[config.mk]
export PLATFORM = sky130hd
export DESIGN_NAME = epoch_to_local_calendar_eu_dst_top
export DESIGN_NICKNAME = d
export VERILOG_FILES = /design/src/ecal_pkg.sv /design/src/ecal_split.sv /design/src/ecal_civil.sv /design/src/ecal_dst.sv /design/src/ecal_tod.sv /design/src/epoch_to_local_calendar_eu_dst_top.sv
export SDC_FILE = /design/constraint.sdc
export NUM_CORES = 2
export LEC_CHECK = 0
export BUFFER_PORTS_ARGS = -buffer_cell sky130_fd_sc_hd__buf_2
export CAP_MARGIN = 10
export CORE_MARGIN = 1
export CORE_UTILIZATION = 50
export CTS_BUF_LIST = sky130_fd_sc_hd__clkbuf_2
export CTS_CLUSTER_SIZE = 28
export DETAILED_ROUTE_END_ITERATION = 10
export GPL_ROUTABILITY_DRIVEN = 0
export PLACE_DENSITY = 0.62
export SYNTH_ARGS = -nofsm -noshare
export SYNTH_HDL_FRONTEND = slang
export SYNTH_SLANG_ARGS = --single-unit
[constraint.sdc]
create_clock -name clk -period 18.6 [get_ports clk]
set_clock_uncertainty 0.05 [all_clocks]
set_input_delay 0.93 -clock clk [delete_from_list [all_inputs] [get_ports clk]]
set_output_delay 0.93 -clock clk [all_outputs]
set_load 0.01 [all_outputs]
[src/ecal_pkg.sv]
// Shared types, constants and tables for the EU local calendar pipeline.
package ecal_pkg;

  // Register stages in each pipeline section.
  localparam int SPLIT_NS = 2;
  localparam int CIVIL_NS = 7;
  localparam int DST_NS   = 6;
  localparam int TOD_NS   = 4;

  // Time and calendar constants.
  localparam logic [16:0] SECS_PER_DAY  = 17'd86400;
  localparam logic [11:0] SECS_PER_HOUR = 12'd3600;
  localparam logic [15:0] LAST_DAY      = 16'd49710;  // last day index in 32-bit range
  localparam logic [17:0] WRAP_REST     = 18'd23296;  // 2^32 - LAST_DAY * 86400
  localparam logic [15:0] ERA5_START    = 16'd11017;  // first day of the era from 2000-03-01
  localparam logic [17:0] ERA4_SHIFT    = 18'd135080; // days from 1600-03-01 to 1970-01-01

  // Reciprocal multipliers: M = ceil(2^S / C), exact over the operand ranges used here.
  localparam int unsigned DAY_SH   = 35;
  localparam logic [63:0] DAY_MF   = ((64'd1 << DAY_SH) + 64'd674) / 64'd675;
  localparam logic [25:0] DAY_M    = DAY_MF[25:0];

  localparam int unsigned Q1460_SH = 29;
  localparam logic [63:0] Q1460_MF = ((64'd1 << Q1460_SH) + 64'd1459) / 64'd1460;
  localparam logic [18:0] Q1460_M  = Q1460_MF[18:0];

  localparam int unsigned Q365_SH  = 27;
  localparam logic [63:0] Q365_MF  = ((64'd1 << Q365_SH) + 64'd364) / 64'd365;
  localparam logic [18:0] Q365_M   = Q365_MF[18:0];

  localparam int unsigned Q153_SH  = 19;
  localparam logic [63:0] Q153_MF  = ((64'd1 << Q153_SH) + 64'd152) / 64'd153;
  localparam logic [11:0] Q153_M   = Q153_MF[11:0];

  localparam int unsigned Q7_SH    = 20;
  localparam logic [63:0] Q7_MF    = ((64'd1 << Q7_SH) + 64'd6) / 64'd7;
  localparam logic [17:0] Q7_M     = Q7_MF[17:0];

  localparam int unsigned Q3600_SH = 29;
  localparam logic [63:0] Q3600_MF = ((64'd1 << Q3600_SH) + 64'd3599) / 64'd3600;
  localparam logic [17:0] Q3600_M  = Q3600_MF[17:0];

  localparam int unsigned Q60_SH   = 18;
  localparam logic [63:0] Q60_MF   = ((64'd1 << Q60_SH) + 64'd59) / 64'd60;
  localparam logic [12:0] Q60_M    = Q60_MF[12:0];

  // Day count, time of day and summer flag that travel beside the date conversion.
  typedef struct packed {
    logic [15:0] days;
    logic [16:0] rest;
    logic        summer;
  } ecal_side_t;

  // Civil date; doy counts days from March 1 of the March-based year.
  typedef struct packed {
    logic [11:0] year;
    logic [3:0]  month;
    logic [4:0]  day;
    logic [8:0]  doy;
  } ecal_date_t;

  // First day-of-year of each March-based month.
  function automatic logic [8:0] month_start(input logic [3:0] mp);
    logic [8:0] s;
    case (mp)
      4'd0:    s = 9'd0;
      4'd1:    s = 9'd31;
      4'd2:    s = 9'd61;
      4'd3:    s = 9'd92;
      4'd4:    s = 9'd122;
      4'd5:    s = 9'd153;
      4'd6:    s = 9'd184;
      4'd7:    s = 9'd214;
      4'd8:    s = 9'd245;
      4'd9:    s = 9'd275;
      4'd10:   s = 9'd306;
      4'd11:   s = 9'd337;
      default: s = 9'd0;
    endcase
    return s;
  endfunction

endpackage

[src/ecal_split.sv]
// Splits a 32-bit second count into a day index and the seconds within that day.
module ecal_split (
  input  logic                 clk,
  input  logic                 rst_n,
  input  logic                 up_valid,
  output logic                 up_stall,
  input  logic [31:0]          up_utc,
  output logic                 dn_valid,
  input  logic                 dn_stall,
  output logic [15:0]          dn_days,
  output ecal_pkg::ecal_side_t dn_side
);

  logic [ecal_pkg::SPLIT_NS-1:0] v_r;
  logic [ecal_pkg::SPLIT_NS-1:0] en;

  logic [31:0] utc1_r;
  logic [15:0] days1_r;
  logic [15:0] days2_r;
  logic [16:0] rest2_r;

  logic [50:0] day_prod;
  logic [31:0] rest_full;

  // Stage enables: a stage moves when it is empty or its successor moves.
  always_comb begin
    en[ecal_pkg::SPLIT_NS-1] = !v_r[ecal_pkg::SPLIT_NS-1] || !dn_stall;
    for (int k = ecal_pkg::SPLIT_NS - 2; k >= 0; k--) begin
      en[k] = !v_r[k] || en[k+1];
    end
  end

  assign up_stall = !en[0];
  assign dn_valid = v_r[ecal_pkg::SPLIT_NS-1];

  always_ff @(posedge clk) begin
    if (!rst_n) begin
      v_r <= '0;
    end else begin
      if (en[0]) begin
        v_r[0] <= up_valid;
      end
      for (int k = 1; k < ecal_pkg::SPLIT_NS; k++) begin
        if (en[k]) begin
          v_r[k] <= v_r[k-1];
        end
      end
    end
  end

  // Day index by reciprocal multiply: utc / 86400 = (utc >> 7) / 675.
  always_comb begin
    day_prod  = {26'd0, up_utc[31:7]} * {25'd0, ecal_pkg::DAY_M};
    rest_full = utc1_r - (32'(days1_r) * 32'(ecal_pkg::SECS_PER_DAY));
  end

  always_ff @(posedge clk) begin
    if (en[0]) begin
      utc1_r  <= up_utc;
      days1_r <= day_prod[50:35];
    end
    if (en[1]) begin
      days2_r <= days1_r;
      rest2_r <= rest_full[16:0];
    end
  end

  assign dn_days        = days2_r;
  assign dn_side.days   = days2_r;
  assign dn_side.rest   = rest2_r;
  assign dn_side.summer = 1'b0;

endmodule

[src/ecal_civil.sv]
// Pipelined civil date from a day index since 1970-01-01 (era arithmetic).
module ecal_civil (
  input  logic                 clk,
  input  logic                 rst_n,
  input  logic                 up_valid,
  output logic                 up_stall,
  input  logic [15:0]          up_days,
  input  ecal_pkg::ecal_side_t up_side,
  output logic                 dn_valid,
  input  logic                 dn_stall,
  output ecal_pkg::ecal_date_t dn_date,
  output ecal_pkg::ecal_side_t dn_side
);

  logic [ecal_pkg::CIVIL_NS-1:0] v_r;
  logic [ecal_pkg::CIVIL_NS-1:0] en;
  ecal_pkg::ecal_side_t side_r [ecal_pkg::CIVIL_NS];

  logic        hi1_r, hi2_r, hi3_r, hi4_r, hi5_r, hi6_r;
  logic [17:0] doe1_r, doe2_r, doe3_r, doe4_r;
  logic [6:0]  q2_r;
  logic [2:0]  c2_r;
  logic        top2_r;
  logic [17:0] n3_r;
  logic [8:0]  yoe4_r, yoe5_r, yoe6_r;
  logic [8:0]  doy5_r, doy6_r;
  logic [3:0]  mp6_r;
  ecal_pkg::ecal_date_t date7_r;

  logic        hi_in;
  logic [17:0] doe_in;
  logic [36:0] prod1460;
  logic [2:0]  c36524;
  logic [17:0] n_nxt;
  logic [36:0] prod365;
  logic [1:0]  c100;
  logic [17:0] base;
  logic [17:0] doy_full;
  logic [10:0] mx;
  logic [22:0] prod153;
  logic [3:0]  month_nxt;
  logic [8:0]  day_full;
  logic [11:0] year_nxt;

  // Stage enables: a stage moves when it is empty or its successor moves.
  always_comb begin
    en[ecal_pkg::CIVIL_NS-1] = !v_r[ecal_pkg::CIVIL_NS-1] || !dn_stall;
    for (int k = ecal_pkg::CIVIL_NS - 2; k >= 0; k--) begin
      en[k] = !v_r[k] || en[k+1];
    end
  end

  assign up_stall = !en[0];
  assign dn_valid = v_r[ecal_pkg::CIVIL_NS-1];

  always_ff @(posedge clk) begin
    if (!rst_n) begin
      v_r <= '0;
    end else begin
      if (en[0]) begin
        v_r[0] <= up_valid;
      end
      for (int k = 1; k < ecal_pkg::CIVIL_NS; k++) begin
        if (en[k]) begin
          v_r[k] <= v_r[k-1];
        end
      end
    end
  end

  // Sideband travels beside the date stages unchanged.
  always_ff @(posedge clk) begin
    if (en[0]) begin
      side_r[0] <= up_side;
    end
    for (int k = 1; k < ecal_pkg::CIVIL_NS; k++) begin
      if (en[k]) begin
        side_r[k] <= side_r[k-1];
      end
    end
  end

  // Era selection and day of era; only eras 4 and 5 occur in range.
  always_comb begin
    hi_in  = (up_days >= ecal_pkg::ERA5_START);
    doe_in = hi_in ? (18'(up_days) - 18'(ecal_pkg::ERA5_START))
                   : (18'(up_days) + ecal_pkg::ERA4_SHIFT);
  end

  // Leap corrections: doe / 1460 by reciprocal, doe / 36524 by compares.
  always_comb begin
    prod1460 = {19'd0, doe1_r} * {18'd0, ecal_pkg::Q1460_M};
    c36524   = 3'(doe1_r >= 18'd36524) + 3'(doe1_r >= 18'd73048)
             + 3'(doe1_r >= 18'd109572) + 3'(doe1_r >= 18'd146096);
    n_nxt    = doe2_r - 18'(q2_r) + 18'(c2_r) - 18'(top2_r);
    prod365  = {19'd0, n3_r} * {18'd0, ecal_pkg::Q365_M};
  end

  // Day of year within the March-based year.
  always_comb begin
    c100     = 2'(yoe4_r >= 9'd100) + 2'(yoe4_r >= 9'd200) + 2'(yoe4_r >= 9'd300);
    base     = (18'(yoe4_r) * 18'd365) + 18'(yoe4_r[8:2]) - 18'(c100);
    doy_full = doe4_r - base;
    mx       = (11'(doy5_r) * 11'd5) + 11'd2;
    prod153  = {12'd0, mx} * {11'd0, ecal_pkg::Q153_M};
  end

  // Month, day and year from the March-based month index.
  always_comb begin
    month_nxt = (mp6_r < 4'd10) ? (mp6_r + 4'd3) : (mp6_r - 4'd9);
    day_full  = doy6_r - ecal_pkg::month_start(mp6_r) + 9'd1;
    year_nxt  = 12'(yoe6_r) + (hi6_r ? 12'd2000 : 12'd1600) + 12'(month_nxt <= 4'd2);
  end

  always_ff @(posedge clk) begin
    if (en[0]) begin
      hi1_r  <= hi_in;
      doe1_r <= doe_in;
    end
    if (en[1]) begin
      hi2_r  <= hi1_r;
      doe2_r <= doe1_r;
      q2_r   <= prod1460[35:29];
      c2_r   <= c36524;
      top2_r <= (doe1_r == 18'd146096);
    end
    if (en[2]) begin
      hi3_r  <= hi2_r;
      doe3_r <= doe2_r;
      n3_r   <= n_nxt;
    end
    if (en[3]) begin
      hi4_r  <= hi3_r;
      doe4_r <= doe3_r;
      yoe4_r <= prod365[35:27];
    end
    if (en[4]) begin
      hi5_r  <= hi4_r;
      yoe5_r <= yoe4_r;
      doy5_r <= doy_full[8:0];
    end
    if (en[5]) begin
      hi6_r  <= hi5_r;
      yoe6_r <= yoe5_r;
      doy6_r <= doy5_r;
      mp6_r  <= prod153[22:19];
    end
    if (en[6]) begin
      date7_r.year  <= year_nxt;
      date7_r.month <= month_nxt;
      date7_r.day   <= day_full[4:0];
      date7_r.doy   <= doy6_r;
    end
  end

  assign dn_date = date7_r;
  assign dn_side = side_r[ecal_pkg::CIVIL_NS-1];

endmodule

[src/ecal_dst.sv]
// Summer-time decision and shift of the day index and time of day to local time.
module ecal_dst (
  input  logic                 clk,
  input  logic                 rst_n,
  input  logic                 up_valid,
  output logic                 up_stall,
  input  ecal_pkg::ecal_date_t up_date,
  input  ecal_pkg::ecal_side_t up_side,
  output logic                 dn_valid,
  input  logic                 dn_stall,
  output logic [15:0]          dn_days,
  output ecal_pkg::ecal_side_t dn_side
);

  logic [ecal_pkg::DST_NS-1:0] v_r;
  logic [ecal_pkg::DST_NS-1:0] en;
  ecal_pkg::ecal_side_t side_r [ecal_pkg::DST_NS-1];
  logic [2:0] m3_r;

  logic [16:0] xm1_r, xo1_r, xm2_r, xo2_r;
  logic [14:0] qm2_r, qo2_r;
  logic [16:0] sday3_r, eday3_r;
  logic        summer4_r, summer5_r;
  logic [17:0] restl5_r;
  ecal_pkg::ecal_side_t out6_r;

  logic [16:0] dd;
  logic [34:0] prod_m, prod_o;
  logic [16:0] rm, ro;
  logic [16:0] days_x;
  logic        after_start, before_end;
  logic        wrap, carry;

  // Stage enables: a stage moves when it is empty or its successor moves.
  always_comb begin
    en[ecal_pkg::DST_NS-1] = !v_r[ecal_pkg::DST_NS-1] || !dn_stall;
    for (int k = ecal_pkg::DST_NS - 2; k >= 0; k--) begin
      en[k] = !v_r[k] || en[k+1];
    end
  end

  assign up_stall = !en[0];
  assign dn_valid = v_r[ecal_pkg::DST_NS-1];

  always_ff @(posedge clk) begin
    if (!rst_n) begin
      v_r <= '0;
    end else begin
      if (en[0]) begin
        v_r[0] <= up_valid;
      end
      for (int k = 1; k < ecal_pkg::DST_NS; k++) begin
        if (en[k]) begin
          v_r[k] <= v_r[k-1];
        end
      end
    end
  end

  // UTC day index, time of day and the March-or-later flag ride along.
  always_ff @(posedge clk) begin
    if (en[0]) begin
      side_r[0] <= up_side;
      m3_r[0]   <= (up_date.month >= 4'd3);
    end
    for (int k = 1; k < ecal_pkg::DST_NS - 1; k++) begin
      if (en[k]) begin
        side_r[k] <= side_r[k-1];
      end
    end
    for (int k = 1; k < 3; k++) begin
      if (en[k]) begin
        m3_r[k] <= m3_r[k-1];
      end
    end
  end

  // March 31 and October 31 of the current year, plus four for the weekday.
  assign dd = 17'(up_side.days) - 17'(up_date.doy);

  // Weekday of each month end by reciprocal multiply, then last Sunday.
  always_comb begin
    prod_m = {18'd0, xm1_r} * {17'd0, ecal_pkg::Q7_M};
    prod_o = {18'd0, xo1_r} * {17'd0, ecal_pkg::Q7_M};
    rm     = xm2_r - (17'(qm2_r) * 17'd7);
    ro     = xo2_r - (17'(qo2_r) * 17'd7);
  end

  // Window test: start is inclusive and end exclusive at 01:00 UTC.
  always_comb begin
    days_x      = 17'(side_r[2].days);
    after_start = (days_x > sday3_r)
                || ((days_x == sday3_r) && (side_r[2].rest >= 17'(ecal_pkg::SECS_PER_HOUR)));
    before_end  = (days_x < eday3_r)
                || ((days_x == eday3_r) && (side_r[2].rest < 17'(ecal_pkg::SECS_PER_HOUR)));
  end

  // Carry into the next day, or wrap past the top of the 32-bit range.
  always_comb begin
    wrap  = (side_r[4].days == ecal_pkg::LAST_DAY) && (restl5_r >= ecal_pkg::WRAP_REST);
    carry = (restl5_r >= 18'(ecal_pkg::SECS_PER_DAY));
  end

  always_ff @(posedge clk) begin
    if (en[0]) begin
      xm1_r <= dd + 17'd34;
      xo1_r <= dd + 17'd248;
    end
    if (en[1]) begin
      xm2_r <= xm1_r;
      xo2_r <= xo1_r;
      qm2_r <= prod_m[34:20];
      qo2_r <= prod_o[34:20];
    end
    if (en[2]) begin
      sday3_r <= xm2_r - 17'd4 - 17'(rm[2:0]);
      eday3_r <= xo2_r - 17'd4 - 17'(ro[2:0]);
    end
    if (en[3]) begin
      summer4_r <= m3_r[2] && after_start && before_end;
    end
    if (en[4]) begin
      summer5_r <= summer4_r;
      restl5_r  <= 18'(side_r[3].rest)
                 + (summer4_r ? 18'(2 * ecal_pkg::SECS_PER_HOUR)
                              : 18'(ecal_pkg::SECS_PER_HOUR));
    end
    if (en[5]) begin
      out6_r.summer <= summer5_r;
      if (wrap) begin
        out6_r.days <= 16'd0;
        out6_r.rest <= 17'(restl5_r - ecal_pkg::WRAP_REST);
      end else if (carry) begin
        out6_r.days <= side_r[4].days + 16'd1;
        out6_r.rest <= 17'(restl5_r - 18'(ecal_pkg::SECS_PER_DAY));
      end else begin
        out6_r.days <= side_r[4].days;
        out6_r.rest <= restl5_r[16:0];
      end
    end
  end

  assign dn_days = out6_r.days;
  assign dn_side = out6_r;

endmodule

[src/ecal_tod.sv]
// Local hour, minute, second and weekday, and the result register.
module ecal_tod (
  input  logic                 clk,
  input  logic                 rst_n,
  input  logic                 up_valid,
  output logic                 up_stall,
  input  ecal_pkg::ecal_date_t up_date,
  input  ecal_pkg::ecal_side_t up_side,
  output logic                 dn_valid,
  input  logic                 dn_stall,
  output logic [1:0]           dn_offset_hours,
  output logic [11:0]          dn_year,
  output logic [3:0]           dn_month,
  output logic [4:0]           dn_day,
  output logic [4:0]           dn_hour,
  output logic [5:0]           dn_minute,
  output logic [5:0]           dn_second,
  output logic [2:0]           dn_weekday
);

  logic [ecal_pkg::TOD_NS-1:0] v_r;
  logic [ecal_pkg::TOD_NS-1:0] en;
  ecal_pkg::ecal_date_t date_r [ecal_pkg::TOD_NS-1];
  logic [ecal_pkg::TOD_NS-2:0] summer_r;

  logic [4:0]  hour1_r, hour2_r, hour3_r;
  logic [16:0] rest1_r;
  logic [16:0] wx1_r;
  logic [14:0] wq1_r;
  logic [11:0] mrem2_r, mrem3_r;
  logic [2:0]  wday2_r, wday3_r;
  logic [5:0]  min3_r;

  logic [1:0]  off4_r;
  logic [11:0] year4_r;
  logic [3:0]  month4_r;
  logic [4:0]  day4_r;
  logic [4:0]  hour4_r;
  logic [5:0]  min4_r;
  logic [5:0]  sec4_r;
  logic [2:0]  wday4_r;

  logic [16:0] wx_in;
  logic [34:0] prod_h;
  logic [34:0] prod_w;
  logic [16:0] mrem_full;
  logic [16:0] wd_full;
  logic [24:0] prod_min;
  logic [11:0] sec_full;

  // Stage enables: a stage moves when it is empty or its successor moves.
  always_comb begin
    en[ecal_pkg::TOD_NS-1] = !v_r[ecal_pkg::TOD_NS-1] || !dn_stall;
    for (int k = ecal_pkg::TOD_NS - 2; k >= 0; k--) begin
      en[k] = !v_r[k] || en[k+1];
    end
  end

  assign up_stall = !en[0];
  assign dn_valid = v_r[ecal_pkg::TOD_NS-1];

  always_ff @(posedge clk) begin
    if (!rst_n) begin
      v_r <= '0;
    end else begin
      if (en[0]) begin
        v_r[0] <= up_valid;
      end
      for (int k = 1; k < ecal_pkg::TOD_NS; k++) begin
        if (en[k]) begin
          v_r[k] <= v_r[k-1];
        end
      end
    end
  end

  // Date and summer flag ride along to the result register.
  always_ff @(posedge clk) begin
    if (en[0]) begin
      date_r[0]   <= up_date;
      summer_r[0] <= up_side.summer;
    end
    for (int k = 1; k < ecal_pkg::TOD_NS - 1; k++) begin
      if (en[k]) begin
        date_r[k]   <= date_r[k-1];
        summer_r[k] <= summer_r[k-1];
      end
    end
  end

  // Hour and weekday quotients by reciprocal multiply; 1970-01-01 was a Thursday.
  always_comb begin
    wx_in  = 17'(up_side.days) + 17'd4;
    prod_h = {18'd0, up_side.rest} * {17'd0, ecal_pkg::Q3600_M};
    prod_w = {18'd0, wx_in} * {17'd0, ecal_pkg::Q7_M};
  end

  // Remainders, then minute quotient and second remainder.
  always_comb begin
    mrem_full = rest1_r - (17'(hour1_r) * 17'(ecal_pkg::SECS_PER_HOUR));
    wd_full   = wx1_r - (17'(wq1_r) * 17'd7);
    prod_min  = {13'd0, mrem2_r} * {12'd0, ecal_pkg::Q60_M};
    sec_full  = mrem3_r - (12'(min3_r) * 12'd60);
  end

  always_ff @(posedge clk) begin
    if (en[0]) begin
      hour1_r <= prod_h[33:29];
      rest1_r <= up_side.rest;
      wx1_r   <= wx_in;
      wq1_r   <= prod_w[34:20];
    end
    if (en[1]) begin
      hour2_r <= hour1_r;
      mrem2_r <= mrem_full[11:0];
      wday2_r <= wd_full[2:0];
    end
    if (en[2]) begin
      hour3_r <= hour2_r;
      mrem3_r <= mrem2_r;
      wday3_r <= wday2_r;
      min3_r  <= prod_min[23:18];
    end
    if (en[3]) begin
      off4_r   <= summer_r[2] ? 2'd2 : 2'd1;
      year4_r  <= date_r[2].year;
      month4_r <= date_r[2].month;
      day4_r   <= date_r[2].day;
      hour4_r  <= hour3_r;
      min4_r   <= min3_r;
      sec4_r   <= sec_full[5:0];
      wday4_r  <= wday3_r;
    end
  end

  assign dn_offset_hours = off4_r;
  assign dn_year         = year4_r;
  assign dn_month        = month4_r;
  assign dn_day          = day4_r;
  assign dn_hour         = hour4_r;
  assign dn_minute       = min4_r;
  assign dn_second       = sec4_r;
  assign dn_weekday      = wday4_r;

endmodule

[src/epoch_to_local_calendar_eu_dst_top.sv]
// Top level: Unix UTC seconds to EU local civil date, time and weekday.
// Throughput is one transaction per cycle; every stage holds its own valid bit,
// so empty stages fill while a result waits, and out_stall backs up stage by stage.
// Reset (synchronous, active low) empties the pipeline; no other state exists.
module epoch_to_local_calendar_eu_dst_top (
  input  logic        clk,
  input  logic        rst_n,
  input  logic        in_valid,
  output logic        in_stall,
  input  logic [31:0] in_utc_seconds,
  output logic        out_valid,
  input  logic        out_stall,
  output logic [1:0]  out_offset_hours,
  output logic [11:0] out_local_year,
  output logic [3:0]  out_local_month,
  output logic [4:0]  out_local_day,
  output logic [4:0]  out_local_hour,
  output logic [5:0]  out_local_minute,
  output logic [5:0]  out_local_second,
  output logic [2:0]  out_local_weekday
);

  logic                 sp_valid, sp_stall;
  logic [15:0]          sp_days;
  ecal_pkg::ecal_side_t sp_side;

  logic                 c1_valid, c1_stall;
  ecal_pkg::ecal_date_t c1_date;
  ecal_pkg::ecal_side_t c1_side;

  logic                 ds_valid, ds_stall;
  logic [15:0]          ds_days;
  ecal_pkg::ecal_side_t ds_side;

  logic                 c2_valid, c2_stall;
  ecal_pkg::ecal_date_t c2_date;
  ecal_pkg::ecal_side_t c2_side;

  // UTC day index and time of day.
  ecal_split u_split (
    .clk      (clk),
    .rst_n    (rst_n),
    .up_valid (in_valid),
    .up_stall (in_stall),
    .up_utc   (in_utc_seconds),
    .dn_valid (sp_valid),
    .dn_stall (sp_stall),
    .dn_days  (sp_days),
    .dn_side  (sp_side)
  );

  // UTC civil date, used for the summer-time window.
  ecal_civil u_civil_utc (
    .clk      (clk),
    .rst_n    (rst_n),
    .up_valid (sp_valid),
    .up_stall (sp_stall),
    .up_days  (sp_days),
    .up_side  (sp_side),
    .dn_valid (c1_valid),
    .dn_stall (c1_stall),
    .dn_date  (c1_date),
    .dn_side  (c1_side)
  );

  // Offset decision and shift to local day index and time of day.
  ecal_dst u_dst (
    .clk      (clk),
    .rst_n    (rst_n),
    .up_valid (c1_valid),
    .up_stall (c1_stall),
    .up_date  (c1_date),
    .up_side  (c1_side),
    .dn_valid (ds_valid),
    .dn_stall (ds_stall),
    .dn_days  (ds_days),
    .dn_side  (ds_side)
  );

  // Local civil date.
  ecal_civil u_civil_local (
    .clk      (clk),
    .rst_n    (rst_n),
    .up_valid (ds_valid),
    .up_stall (ds_stall),
    .up_days  (ds_days),
    .up_side  (ds_side),
    .dn_valid (c2_valid),
    .dn_stall (c2_stall),
    .dn_date  (c2_date),
    .dn_side  (c2_side)
  );

  // Local time of day, weekday and result register.
  ecal_tod u_tod (
    .clk             (clk),
    .rst_n           (rst_n),
    .up_valid        (c2_valid),
    .up_stall        (c2_stall),
    .up_date         (c2_date),
    .up_side         (c2_side),
    .dn_valid        (out_valid),
    .dn_stall        (out_stall),
    .dn_offset_hours (out_offset_hours),
    .dn_year         (out_local_year),
    .dn_month        (out_local_month),
    .dn_day          (out_local_day),
    .dn_hour         (out_local_hour),
    .dn_minute       (out_local_minute),
    .dn_second       (out_local_second),
    .dn_weekday      (out_local_weekday)
  );

endmodule

==> run_results.csv <==
group,metric,value,unit
worst_hold_path,hold_path_class,"register to register",
yosys,synthTopCellsByCount,"ha_1, inv_1, edfxtp_1, fa_1, xnor2_1",
clocking,ctsHoldBuffers,37,
yosys,synth_cells,7628,
yosys,synth_simple_gate_area_share,3.75,%
placed_design,dpl.hpwl,157,mm
route,wl_per_cell,17.7,um
clocking,path_clk_slew,0.13,ns
floorplan,die_x,448,um
clocking,clockBufferDepth,4,
yosys,synthTopCellsByArea,"edfxtp_1, ha_1, fa_1, inv_1, xnor2_1",
clocking,cts_sinks,1331,
yosys,yosys_register_bits,1331,
floorplan,core,0.198,mm2
worst_setup_path,cp_data_required_time,19.91,ns
worst_setup_path,end_kind,"register",
yosys,synth_top_family_by_area,"adder cells",
worst_setup_path,cpPeakStageDelay,0.60,ns
yosys,synth_most_common_cell,"ha_1",
yosys,synth-async-reset-ratio,0,%
route,vias,55600,
clocking,cts_root_buf,"clkbuf_2",
floorplan,initial_core_util,50.4,%
sta,fmax,131,MHz
final_layout,nNetsFinal,10900,
sta,finalHoldViolCount,0,
global_routing,overflow,0,
yosys,synth_top_area_share,39.2,%
placed_design,io_buffers,80,
global_routing,grt_use_met3,2.92,%
yosys,syn_avg_cell_area,13.1,um2
final_layout,fin_area,0.107,mm2
route,first_pass_iters,6,
worst_hold_path,holdPathStages,0,
final_layout,drive_above_1_share,8.39,%
yosys,syn_nets,10400,
clocking,htreeDepth,5,
yosys,ys_seq_area_share,39.8,%
job,maxCapViolCount,0,
final_layout,area_delta_synth_final,7.42,%
run_status,status,"finished, final reports clean",
global_routing,use_met2,37.3,%
yosys,synth_compound_area_share,4.65,%
worst_setup_path,worstPathMaxFanout,6,
worst_setup_path,critical_path_class,"register to register",
worst_setup_path,cp_top_family,"adder cells",
clocking,cts_tree,"yes",
yosys,synth_top_area_cell,"edfxtp_1",
global_routing,grtUsageMet1,24.1,%
floorplan,dieArea,0.201,mm2
worst_setup_path,rr_worst_depth,29,
sta,tns,0,ns
worst_setup_path,crit_buf_inv,4,
yosys,synth.distinct_cells,79,
yosys,synthFlopType,"edfxtp_1",
sta,fin_ws,10.99,ns
sta,relSlewSlack,24.1,%
sta,rsz0062_at_grt,"false",
floorplan,rows,163,
yosys,synth_area,0.0996,mm2
route,ant_nets,0,
worst_setup_path,crit_top_cell,"o21a_1",
sta,setup_viol,0,
global_routing,grt_pass1_vias,60500,
worst_setup_path,worst_ep_arrival_time,8.92,ns
worst_setup_path,startpoint_type,"register",
global_routing,grt_pass1_wl,317,mm
sta,drv_slew,0,
global_routing,busiest_layer,"met2",
yosys,synth_xor_area_share,3.42,%
global_routing,antenna_found_initial,5,
yosys,synthMuxAreaShare,0.0954,%
clocking,clock_latency,1.69,ns
yosys,synthAdderAreaFrac,41.9,%
yosys,synth-edff-count,1300,
global_routing,grt_max_degree,74,
sta,worst_pin_slew,1.14,ns
route,vias_per_cell,5.06,
floorplan,die_h,448,um
floorplan,io_pins,81,
clocking,cts_setup_buffers,0,
route,drc_errors,0,
placed_design,dpl-instance-area,0.104,mm2
route,wl,195,mm
global_routing,grtUsageTotal,20.2,%
route,first_iter_violations,2490,
placed_design,pre_cts_slack,11.06,ns
sta,timing.final.crit_share,40.9,%
clocking,cts_resized,0,
yosys,ys_warn_count,0,
sta,period_needed,7.61,ns
worst_setup_path,cp_num_cells,29,
clocking,numCtsBuffers,345,
worst_setup_path,critPathSlowestCell,"a2111oi_0",
## worst reg2reg max path, delay by kind of cell (launching register included)
family | cells | cell delay [ns]
xor+xnor | 2 | 0.45
fa+ha+maj | 8 | 3.00
buf+inv | 4 | 0.28
flops | 1 | 0.50
simple gates | 2 | 0.15
compound gates | 13 | 2.82
## path summary, 6_finish.rpt
check	startpoint	end	slack, ns
worst min register to register	u_civil_utc.side_r[6][4]	u_dst.side_r[0][4]	0.24
worst max register to register	u_civil_utc.doy5_r[1]	u_civil_utc.mp6_r[3]	10.99
worst max-delay path	u_civil_utc.doy5_r[1]	u_civil_utc.mp6_r[3]	10.99
worst min-delay path	u_civil_utc.side_r[6][4]	u_dst.side_r[0][4]	0.24
## per-layer routing
| layer | share of wire (%) | wire length (um) |
|---|---|---|
| met5 | 0 | 0 |
| met4 | 2.6 | 5110 |
| met3 | 3.1 | 6100 |
| met2 | 53 | 103000 |
| met1 | 41 | 80500 |
## cells in the final DEF (no fill, tap or decap), types with 23 or more instances in the layout
cell type         n
xnor2_1         270
inv_1          1665
nor2b_1          42
edfxtp_1       1300
clkinv_2         24
nor2_1          171
buf_2            80
xor2_1          119
nor4_1           27
o21ai_0         114
nand2b_1         25
ha_1           1821
nand3_1          70
buf_4            39
a21oi_1         175
dfxtp_1          31
a21o_1          101
dlygate4sd3_1    37
o21bai_1         23
clkbuf_2        481
nor3_1           67
clkinv_1         65
a211oi_1         27
and3_1           28
nand4_1          40
a31oi_1          25
nand2_1         155
o21a_1           71
fa_1            946
## metrics by stage
step,instances,hold slack (ns),util (%)
floorplan,7628,0.350,-
global placement,10400,0.350,52.4
detailed placement,10400,0.355,52.4
CTS,11000,0.00158,54.1
global route,11000,0.0904,54.2
finish,11000,0.238,54.2
## cell families after synthesis
family / Yosys count
compound gates: 694
mux: 9
buf+inv: 1697
xor+xnor: 389
flops: 1331
fa+ha+maj: 2767
simple gates: 741
## flip-flops by register name, indices dropped and copies added, names as in the netlist, 21 cells and up, named ones only
| name | count |
|---|---|
| u_civil_local.dn_date | 21 |
| u_tod.date_r | 63 |
| u_dst.side_r | 148 |
| u_civil_utc.side_r | 231 |
| u_civil_local.side_r | 238 |
## final cells by class
cell class                 count  area [um2]
tap                         2640        3300
antenna                        7        17.5
timing repair buffer         156        1060
fill                       16700       90600
multi-input combinational   4600       53700
inverter                    1674        6280
clock buffer                 481        2410
sequential                  1331       39700
clock inverter               102         636
Power is not shown: default switching activity piles up to over one toggle a cycle in this logic, so the estimate is an artifact.
